`config.mk`:
```
export PLATFORM = sky130hd
export DESIGN_NAME = interrupt_priority_queue
export DESIGN_NICKNAME = d
export VERILOG_FILES = /design/src/rtl/core/ipq_pkg.sv /design/src/rtl/core/ipq_node.sv /design/src/rtl/core/interrupt_priority_queue.sv
export SDC_FILE = /design/constraint.sdc
export NUM_CORES = 2
export LEC_CHECK = 0
export ABC_CLOCK_PERIOD_IN_PS = 16600
export BUFFER_PORTS_ARGS = -buffer_cell sky130_fd_sc_hd__buf_2
export CAP_MARGIN = 10
export CORE_UTILIZATION = 40
export CTS_BUF_LIST = sky130_fd_sc_hd__clkbuf_8
export CTS_CLUSTER_SIZE = 24
export DETAILED_ROUTE_END_ITERATION = 7
export PLACE_DENSITY = 0.58
export SYNTH_ARGS = -nofsm -noshare
export SYNTH_HDL_FRONTEND = slang
export SYNTH_SLANG_ARGS = --single-unit
```
`constraint.sdc`:
```
create_clock -name clk -period 16.6 [get_ports clk]
set_input_delay 3.32 -clock clk [delete_from_list [all_inputs] [get_ports clk]]
set_output_delay 3.32 -clock clk [all_outputs]
set_load 0.1 [all_outputs]
```
`src/rtl/core/ipq_pkg.sv`:
```
// Shared types, constants and lookup functions for the interrupt priority queue.
// Used by ipq_node, interrupt_priority_queue and the testbench; depends on nothing.
package ipq_pkg;

  localparam int SRC_COUNT     = 41;
  localparam int KNOWN_SOURCES = 41;
  localparam int SRC_W         = 6;
  localparam int PRIO_W        = 5;
  localparam int CNT_W         = $clog2(SRC_COUNT + 1);
  localparam int CFG_W         = 16;
  localparam int IDX_W         = 2;
  localparam int VEC_W         = 12;

  typedef logic [SRC_W-1:0]     src_t;
  typedef logic [PRIO_W-1:0]    prio_t;
  typedef logic [CNT_W-1:0]     cnt_t;
  typedef logic [SRC_COUNT-1:0] vec_t;

  typedef enum logic [1:0] {
    OP_RAISE  = 2'd0,
    OP_CLEAR  = 2'd1,
    OP_REEVAL = 2'd2
  } op_t;

  typedef enum logic [IDX_W-1:0] {
    REG_PRIO_A = 2'd0,
    REG_PRIO_B = 2'd1,
    REG_PRIO_C = 2'd2
  } reg_idx_t;

  typedef struct packed {
    logic [CFG_W-1:0] prio_a;
    logic [CFG_W-1:0] prio_b;
    logic [CFG_W-1:0] prio_c;
  } cfg_t;

  // Broadcast to every node: compare operands at acceptance, insert value at update.
  typedef struct packed {
    logic  eval;
    src_t  cmp_src;
    prio_t cmp_pri;
    src_t  ins_src;
  } bcast_t;

  // Per-node load selects for the update cycle.
  typedef struct packed {
    logic take_new;
    logic take_above;
    logic take_below;
  } sel_t;

  // Current priority of a source; unknown sources read as priority zero.
  function automatic prio_t prio_of(input src_t src, input cfg_t cfg);
    prio_t p;
    p = '0;
    if (({1'b0, src} >= 7'(SRC_COUNT)) || ({1'b0, src} >= 7'(KNOWN_SOURCES))) begin
      p = '0;
    end else if (src < 6'd15) begin
      p = 5'd15 - {1'b0, src[3:0]};
    end else if (src == 6'd15) begin
      p = 5'd16;
    end else if (src == 6'd16) begin
      p = {1'b0, cfg.prio_c[3:0]};
    end else if (src == 6'd17) begin
      p = {1'b0, cfg.prio_c[15:12]};
    end else if (src <= 6'd22) begin
      p = {1'b0, cfg.prio_c[11:8]};
    end else if (src == 6'd23) begin
      p = {1'b0, cfg.prio_a[15:12]};
    end else if (src == 6'd24) begin
      p = {1'b0, cfg.prio_a[11:8]};
    end else if (src <= 6'd26) begin
      p = {1'b0, cfg.prio_a[7:4]};
    end else if (src <= 6'd29) begin
      p = {1'b0, cfg.prio_a[3:0]};
    end else if (src <= 6'd33) begin
      p = {1'b0, cfg.prio_b[7:4]};
    end else if (src <= 6'd37) begin
      p = {1'b0, cfg.prio_c[7:4]};
    end else if (src == 6'd38) begin
      p = {1'b0, cfg.prio_b[15:12]};
    end else begin
      p = {1'b0, cfg.prio_b[11:8]};
    end
    return p;
  endfunction

  // Exception vector code of a source.
  function automatic logic [VEC_W-1:0] vector_of(input src_t src);
    logic [VEC_W-1:0] v;
    unique case (src)
      6'd0:  v = 12'h200;
      6'd1:  v = 12'h220;
      6'd2:  v = 12'h240;
      6'd3:  v = 12'h260;
      6'd4:  v = 12'h280;
      6'd5:  v = 12'h2A0;
      6'd6:  v = 12'h2C0;
      6'd7:  v = 12'h2E0;
      6'd8:  v = 12'h300;
      6'd9:  v = 12'h320;
      6'd10: v = 12'h340;
      6'd11: v = 12'h360;
      6'd12: v = 12'h380;
      6'd13: v = 12'h3A0;
      6'd14: v = 12'h3C0;
      6'd15: v = 12'h1C0;
      6'd16: v = 12'h600;
      6'd17: v = 12'h620;
      6'd18: v = 12'h640;
      6'd19: v = 12'h660;
      6'd20: v = 12'h680;
      6'd21: v = 12'h6A0;
      6'd22: v = 12'h6C0;
      6'd23: v = 12'h400;
      6'd24: v = 12'h420;
      6'd25: v = 12'h440;
      6'd26: v = 12'h460;
      6'd27: v = 12'h480;
      6'd28: v = 12'h4A0;
      6'd29: v = 12'h4C0;
      6'd30: v = 12'h4E0;
      6'd31: v = 12'h500;
      6'd32: v = 12'h520;
      6'd33: v = 12'h540;
      6'd34: v = 12'h700;
      6'd35: v = 12'h720;
      6'd36: v = 12'h740;
      6'd37: v = 12'h760;
      6'd38: v = 12'h560;
      6'd39: v = 12'h580;
      6'd40: v = 12'h5A0;
      default: v = '0;
    endcase
    return v;
  endfunction

  // Bit reversal of a node vector, so that a highest-set search becomes a lowest-set one.
  function automatic vec_t bit_rev(input vec_t v);
    vec_t r;
    r = '0;
    for (int i = 0; i < SRC_COUNT; i++) begin
      r[i] = v[SRC_COUNT-1-i];
    end
    return r;
  endfunction

endpackage

```
`src/rtl/core/ipq_node.sv`:
```
// One node of the queue: holds one pending source, compares it against a broadcast
// source at acceptance and loads from itself, its neighbors or the broadcast on update.
// Depends on ipq_pkg.
module ipq_node (
  input  logic           clk,
  input  ipq_pkg::cfg_t  cfg,
  input  ipq_pkg::bcast_t bc,
  input  logic           occ,
  input  ipq_pkg::sel_t  sel,
  input  ipq_pkg::src_t  from_above,
  input  ipq_pkg::src_t  from_below,
  output ipq_pkg::src_t  entry,
  output ipq_pkg::prio_t prio,
  output logic           hit_match,
  output logic           hit_brk
);

  assign prio = ipq_pkg::prio_of(entry, cfg);

  // Compare results are held for the update cycle.
  always_ff @(posedge clk) begin
    if (bc.eval) begin
      hit_match <= occ && (entry == bc.cmp_src);
      hit_brk   <= occ && ((prio > bc.cmp_pri) ||
                           ((prio == bc.cmp_pri) && (entry < bc.cmp_src)));
    end
  end

  always_ff @(posedge clk) begin
    priority if (sel.take_new) begin
      entry <= bc.ins_src;
    end else if (sel.take_above) begin
      entry <= from_above;
    end else if (sel.take_below) begin
      entry <= from_below;
    end
  end

endmodule

```
`src/rtl/core/interrupt_priority_queue.sv`:
```
// Top level of the interrupt priority queue: configuration registers, the row of
// queue nodes and the update and result logic. Depends on ipq_pkg and ipq_node.
//
// In the cycle that ends with the start transfer, every node compares its stored source
// with the commanded one in parallel; in the next cycle the node row is updated in one
// step (insert shifts entries away from the top, clear shifts them toward it), the
// pending count and the request flag are updated, and busy is high during that cycle.
// The result is then shown for exactly one cycle with done high, and the receiver
// cannot stall it. A new command can be transferred in that same cycle, but none while
// busy is high. Every command gives exactly one result, also a command that changes
// nothing. The priority words may be written only while the block is idle.
module interrupt_priority_queue (
  input  logic                        clk,
  input  logic                        rst,
  input  logic                        cfg_write,
  input  logic [ipq_pkg::IDX_W-1:0]   cfg_index,
  input  logic [ipq_pkg::CFG_W-1:0]   cfg_data,
  input  logic                        start,
  output logic                        busy,
  input  logic [1:0]                  opcode,
  input  logic [5:0]                  source_index,
  input  logic                        cpu_block,
  input  logic [3:0]                  cpu_mask_level,
  output logic                        done,
  output logic                        irq_request,
  output logic [11:0]                 top_vector,
  output logic                        queue_empty,
  output logic [5:0]                  pending_total
);

  localparam int N = ipq_pkg::SRC_COUNT;

  ipq_pkg::cfg_t  cfg;
  ipq_pkg::cnt_t  count;
  ipq_pkg::cnt_t  count_next;
  logic           request_flag;
  logic           request_flag_next;
  logic           s1_valid;

  // Command held for the update cycle.
  logic [1:0]     s1_op;
  ipq_pkg::src_t  s1_src;
  ipq_pkg::prio_t s1_pri;
  logic           s1_block;
  logic [3:0]     s1_mask;
  ipq_pkg::prio_t s1_prio0;
  ipq_pkg::prio_t s1_prio1;

  logic            accept;
  ipq_pkg::prio_t  in_pri;
  ipq_pkg::bcast_t bc;

  ipq_pkg::src_t  entry_v [N];
  ipq_pkg::prio_t prio_v  [N];
  ipq_pkg::vec_t  match_v;
  ipq_pkg::vec_t  brk_v;
  ipq_pkg::vec_t  occ_v;

  ipq_pkg::vec_t  brk_r;
  ipq_pkg::vec_t  brk_low_r;
  ipq_pkg::vec_t  above_kb;
  ipq_pkg::vec_t  match_low;
  ipq_pkg::vec_t  ge_hit;
  logic           any_brk;
  logic           dup;
  logic           found;
  logic           ins_ok;
  logic           del_ok;
  ipq_pkg::cnt_t  count_dec;
  ipq_pkg::prio_t clr_top_pri;

  assign accept = start && !busy;
  assign busy   = s1_valid;
  assign in_pri = ipq_pkg::prio_of(source_index, cfg);

  assign bc.eval    = accept;
  assign bc.cmp_src = source_index;
  assign bc.cmp_pri = in_pri;
  assign bc.ins_src = s1_src;

  // Node k holds the k-th entry counted down from the top of the queue.
  for (genvar k = 0; k < N; k++) begin : g_node
    ipq_pkg::sel_t sel;
    ipq_pkg::src_t above_val;
    ipq_pkg::src_t below_val;

    assign occ_v[k] = count > ipq_pkg::cnt_t'(k);

    if (k == 0) begin : g_first
      assign above_val      = '0;
      assign sel.take_new   = ins_ok && above_kb[k];
      assign sel.take_above = 1'b0;
    end else begin : g_rest
      assign above_val      = entry_v[k-1];
      assign sel.take_new   = ins_ok && above_kb[k] && !above_kb[k-1];
      assign sel.take_above = ins_ok && above_kb[k] && above_kb[k-1];
    end

    if (k == N - 1) begin : g_last
      assign below_val      = '0;
      assign sel.take_below = 1'b0;
    end else begin : g_inner
      assign below_val      = entry_v[k+1];
      assign sel.take_below = del_ok && ge_hit[k];
    end

    ipq_node u_node (
      .clk        (clk),
      .cfg        (cfg),
      .bc         (bc),
      .occ        (occ_v[k]),
      .sel        (sel),
      .from_above (above_val),
      .from_below (below_val),
      .entry      (entry_v[k]),
      .prio       (prio_v[k]),
      .hit_match  (match_v[k]),
      .hit_brk    (brk_v[k])
    );
  end

  // An insert scans from the bottom of the queue: the breaking entry is the
  // occupied node nearest the bottom whose entry ranks above the new source.
  // Only entries below it count when looking for a duplicate. A clear takes the
  // occurrence nearest the top.
  always_comb begin
    brk_r     = ipq_pkg::bit_rev(brk_v);
    brk_low_r = brk_r & (~brk_r + 1'b1);
    above_kb  = ipq_pkg::bit_rev(brk_low_r - 1'b1);
    any_brk   = |brk_v;
    dup       = |(match_v & above_kb);

    match_low = match_v & (~match_v + 1'b1);
    ge_hit    = ~(match_low - 1'b1);
    found     = |match_v;

    ins_ok = s1_valid && (s1_op == ipq_pkg::OP_RAISE) && (s1_pri != '0) &&
             (count < ipq_pkg::cnt_t'(N)) && !dup;
    del_ok = s1_valid && (s1_op == ipq_pkg::OP_CLEAR) && found;

    count_dec   = count - 1'b1;
    clr_top_pri = match_low[0] ? s1_prio1 : s1_prio0;

    count_next        = count;
    request_flag_next = request_flag;
    if (s1_valid) begin
      unique case (s1_op)
        ipq_pkg::OP_RAISE: begin
          if (ins_ok) begin
            count_next = count + 1'b1;
            // A raise only ever sets the flag, and only when the new source lands on top.
            if (!any_brk && !s1_block && ({1'b0, s1_mask} < s1_pri)) begin
              request_flag_next = 1'b1;
            end
          end
        end
        ipq_pkg::OP_CLEAR: begin
          if (del_ok) begin
            count_next        = count_dec;
            request_flag_next = (count_dec != '0) && !s1_block &&
                                ({1'b0, s1_mask} < clr_top_pri);
          end
        end
        ipq_pkg::OP_REEVAL: begin
          request_flag_next = (count != '0) && !s1_block && ({1'b0, s1_mask} < s1_prio0);
        end
        default: begin
          count_next        = count;
          request_flag_next = request_flag;
        end
      endcase
    end
  end

  // Control state.
  always_ff @(posedge clk) begin
    if (rst) begin
      cfg          <= '0;
      count        <= '0;
      request_flag <= 1'b0;
      s1_valid     <= 1'b0;
      done         <= 1'b0;
    end else begin
      if (cfg_write) begin
        unique case (cfg_index)
          ipq_pkg::REG_PRIO_A: cfg.prio_a <= cfg_data;
          ipq_pkg::REG_PRIO_B: cfg.prio_b <= cfg_data;
          ipq_pkg::REG_PRIO_C: cfg.prio_c <= cfg_data;
          default: cfg <= cfg;
        endcase
      end
      count        <= count_next;
      request_flag <= request_flag_next;
      s1_valid     <= accept;
      done         <= s1_valid;
    end
  end

  // Command capture; the top two priorities are needed to decide the request.
  always_ff @(posedge clk) begin
    if (accept) begin
      s1_op    <= opcode;
      s1_src   <= source_index;
      s1_pri   <= in_pri;
      s1_block <= cpu_block;
      s1_mask  <= cpu_mask_level;
      s1_prio0 <= prio_v[0];
      s1_prio1 <= prio_v[1];
    end
  end

  // The result is read straight from the updated state while done is high.
  assign irq_request   = request_flag;
  assign top_vector    = (count != '0) ? ipq_pkg::vector_of(entry_v[0]) : '0;
  assign queue_empty   = (count == '0);
  assign pending_total = 6'(count);

endmodule

```
==> flow_summary.ini <==
[final_layout]
fillers = 14200
fin_nets = 7746
regArea_um2 = 11900
multi_input_area_um2 = 40900
area_growth_pct = 4.94
final_core_util = 0.425
drive_above_1_share = 0.0593

[status]
outcome = finished clean

[worst_hold_path]
holdCritPathClass = reg -> reg

[setup_path]
cp_slowest_cell = a211oi_4
path_buf_inv = 4
cp.required_ns = 17.09
reg2reg_setup_slack_ns = 8.86
crit_arrival_ns = 8.70
path_cells = buf_2, clkinv_2, buf_4, o31ai_1, mux2i_1, nor2_1, a21oi_1, o211ai_1, a211oi_4, buf_4, ha_1, a21o_1, a21o_1, a221oi_1, a311oi_1
cp_top_family = compound AO/OA/AOI/OAI gates
end_kind = flip-flop
crit_type = in -> reg
slowest_delay_ns = 1.03
cp-start-kind = input port
cp_max_fo = 45

[power]
power.leakage_nw = 22.5
pwr-share-clk = 0.372
power_frac_comb = 0.217
power_switching_mw = 1.09
max-vdd-ir-drop_mv = 0.0955
seq_power_share = 0.411
switching_share = 0.359
p_int_mw = 1.94
power_density_nw_per_um2 = 51.6

[placement]
dp_hpwl_um = 173000
gp_congestion = 0.971
portBuffers = 50

[clock_network]
clk_latency_ns = 0.80
path_clk_slew_ns = 0.06
cts_resized = 0
cts_tree = done
cts_buffers = 84
cts_setup_buffers = 0
cts_sinks = 415
htreeDepth = 3
cts-root-buf = clkbuf_8
cts_buffer_depth = 3
postCtsHoldBufs = 0

[synthesis]
synth_cells = 7655
syn_area_um2 = 55900
synth_edf_count = 356
yosysUniqueCellTypes = 90
yosys_warnings = 0
synth_flop_cell = edfxtp_1
ys_seq_elements = 415
seq_area_frac_synth = 0.212
avgSynthCellArea_um2 = 7.31
synth-async-reset-ratio = 0

[global_route]
overflow = 0
grt_pass1_wl_um = 391000
grt_use_total = 0.372
antenna_found_initial = 11
grt_max_degree = 61
grt_pass1_vias = 56600

[sta]
worst_slew_pin_slew_ns = 1.35
rsz0062_at_grt = false
finalSetupTns_ns = 0
maxSlewViolCount = 0
finalCritPeriodShare = 0.495
fin_skew_ns = 0.0621
max_freq_mhz = 122
finalHoldViolCount = 0
setup_viol = 0
period_needed_ns = 8.21
relSlewSlack = 0.0950

[job]
drv_cap = 0

[route]
route.detailed.drc = 0
vias = 62700
drt_wl_total_um = 275000
via_per_inst = 6.83
drtAntennaViolNets = 0
first_iter_violations = 8686
first_pass_iters = 7
wl_per_cell_um = 29.9

[floorplan]
die_h_um = 376
fp.dieW_um = 376
core_area_um2 = 138000
ios = 57
initial_core_util = 0.405
std_cell_rows = 136
dieArea_um2 = 141000
cells in the mapped netlist, types with 16 or more instances:
library cell | n | area share
a211o_1 | 29 | 0.0045
a211oi_1 | 128 | 0.017
a21o_1 | 110 | 0.015
a21oi_1 | 687 | 0.061
a221o_1 | 27 | 0.0048
a221oi_1 | 59 | 0.0092
a22o_1 | 31 | 0.0049
a22oi_1 | 132 | 0.018
a311oi_1 | 32 | 0.0050
a31oi_1 | 72 | 0.0081
and2_1 | 50 | 0.0056
and3_1 | 46 | 0.0051
and4_1 | 52 | 0.0081
buf_1 | 52 | 0.0035
buf_2 | 23 | 0.0021
clkbuf_1 | 593 | 0.040
dfxtp_1 | 59 | 0.021
edfxtp_1 | 356 | 0.19
ha_1 | 474 | 0.11
inv_1 | 169 | 0.011
mux2_2 | 56 | 0.011
mux2i_1 | 535 | 0.096
nand2_1 | 962 | 0.065
nand2b_1 | 101 | 0.011
nand3_1 | 101 | 0.0090
nand4_1 | 75 | 0.0084
nand4b_1 | 19 | 0.0030
nor2_1 | 815 | 0.055
nor2b_1 | 83 | 0.0093
nor3_1 | 220 | 0.020
nor3b_1 | 20 | 0.0027
nor4_1 | 27 | 0.0030
nor4b_1 | 16 | 0.0025
o211ai_1 | 122 | 0.016
o21a_1 | 31 | 0.0042
o21ai_0 | 754 | 0.067
o221ai_1 | 34 | 0.0053
o22a_1 | 36 | 0.0056
o22ai_1 | 74 | 0.0083
o31ai_1 | 75 | 0.010
o41ai_1 | 32 | 0.0050
or3_1 | 67 | 0.0075
worst paths after layout:
kind	from	endpoint	cells after the start
setup / recovery	source_index[4]	g_node[6].u_node.hit_brk	15
hold / removal	irq_request	irq_request	2
setup reg to reg	g_node[38].u_node.hit_brk	g_node[5].u_node.entry[3]	12
hold reg to reg	irq_request	irq_request	2
per-stage QoR:
step / area, um2 / hold slack, ns / setup slack, ns / power (mW) / cells
after floorplan: 55900 / 0.524 / 6.86 / 1.63 / 7660
after global placement: 57000 / 0.495 / 7.85 / 1.87 / 9013
after detailed placement: 57000 / 0.501 / 7.76 / 1.89 / 9013
after CTS: 58700 / 0.510 / 8.58 / 3.00 / 9170
after global routing: 58700 / 0.564 / 8.24 / 3.11 / 9173
final: 58700 / 0.506 / 8.39 / 3.03 / 9181
worst reg2reg max path, cell delays in order (launching register included):
cell and delay, ns:
edfxtp_1 0.64, nor4_1 1.16, nand2b_1 0.57, or3_1 0.77, nor3b_1 0.89, o32ai_1 0.31
nand2_1 0.14, o2111ai_1 0.39, or2_4 0.61, buf_4 0.43, nor2_1 0.68, nand2_1 0.35
o21ai_0 0.43
routing by layer:
| layer | global-route usage | vias up | wire [um] |
|---|---|---|---|
| met1 | 0.477 | 29400 | 105000 |
| met3 | 0.104 | 1157 | 35800 |
| met5 | 0 | - | 29 |
| li1 | - | 27700 | - |
| met4 | 0.263 | 4 | 22900 |
| met2 | 0.535 | 4422 | 111000 |
final cells by class:
| class | count | area share |
|---|---|---|
| sequential | 415 | 0.204 |
| clock inverter | 65 | 0.00693 |
| timing repair buffer | 169 | 0.0199 |
| tap | 1863 | 0.0397 |
| inverter | 169 | 0.0109 |
| multi-input combinational | 6398 | 0.697 |
| antenna | 10 | 0.000426 |
| clock buffer | 92 | 0.0216 |
flip-flops by register name, indices dropped and copies added, names as in the netlist, 6 cells and up, named ones only:
| signal | cells |
|---|---|
| g_node.u_node.hit_brk | 41 |
| g_node.u_node.entry | 246 |
| g_node.u_node.hit_match | 41 |
| pending_total | 6 |
| s1_src | 6 |
| cfg | 44 |
cell usage in the layout, fill, tap and decap left out, types with 34 or more instances in the layout:
cell        n
a211oi_1  127
a21o_1    110
a21oi_1   687
a221oi_1   59
a22oi_1   132
a31oi_1    72
and2_1     50
and3_1     46
and4_1     52
buf_2      49
buf_4     117
clkbuf_8   92
dfxtp_2    38
edfxtp_1  356
ha_1      474
inv_1     200
mux2_2     56
mux2i_1   535
nand2_1   962
nand2b_1  101
nand3_1   100
nand4_1    75
nor2_1    813
nor2b_1    82
nor3_1    218
o211ai_1  122
o21ai_0   754
o221ai_1   34
o22a_1     36
o22ai_1    73
o31ai_1    75
or3_1      67
power by group through the flow:
stage | sequential, mW | clock (mW) | combinational [mW]
after global routing | 1.25 | 1.17 | 0.696
after floorplan | 1.20 | 0 | 0.428
after CTS | 1.24 | 1.13 | 0.630
final | 1.25 | 1.13 | 0.658
after detailed placement | 1.26 | 0 | 0.628
after global placement | 1.26 | 0 | 0.610
logic make-up (layout without fill, tap and decap cells):
| group | Yosys count | after routing | synth area share |
|---|---|---|---|
| and+or+nand+nor | 2727 | 2727 | 0.226 |
| AOI/OAI and AO/OA | 2591 | 2591 | 0.289 |
| buffers and inverters | 847 | 495 | 0.0582 |
| muxes | 591 | 591 | 0.107 |
| adders and majority gates | 475 | 475 | 0.106 |
| DFF | 415 | 415 | 0.212 |
| xor gates and xnor gates | 8 | 8 | 0.00125 |
| other | 1 | 16 | 0.0000671 |
Power figures use the tool's default switching activity.
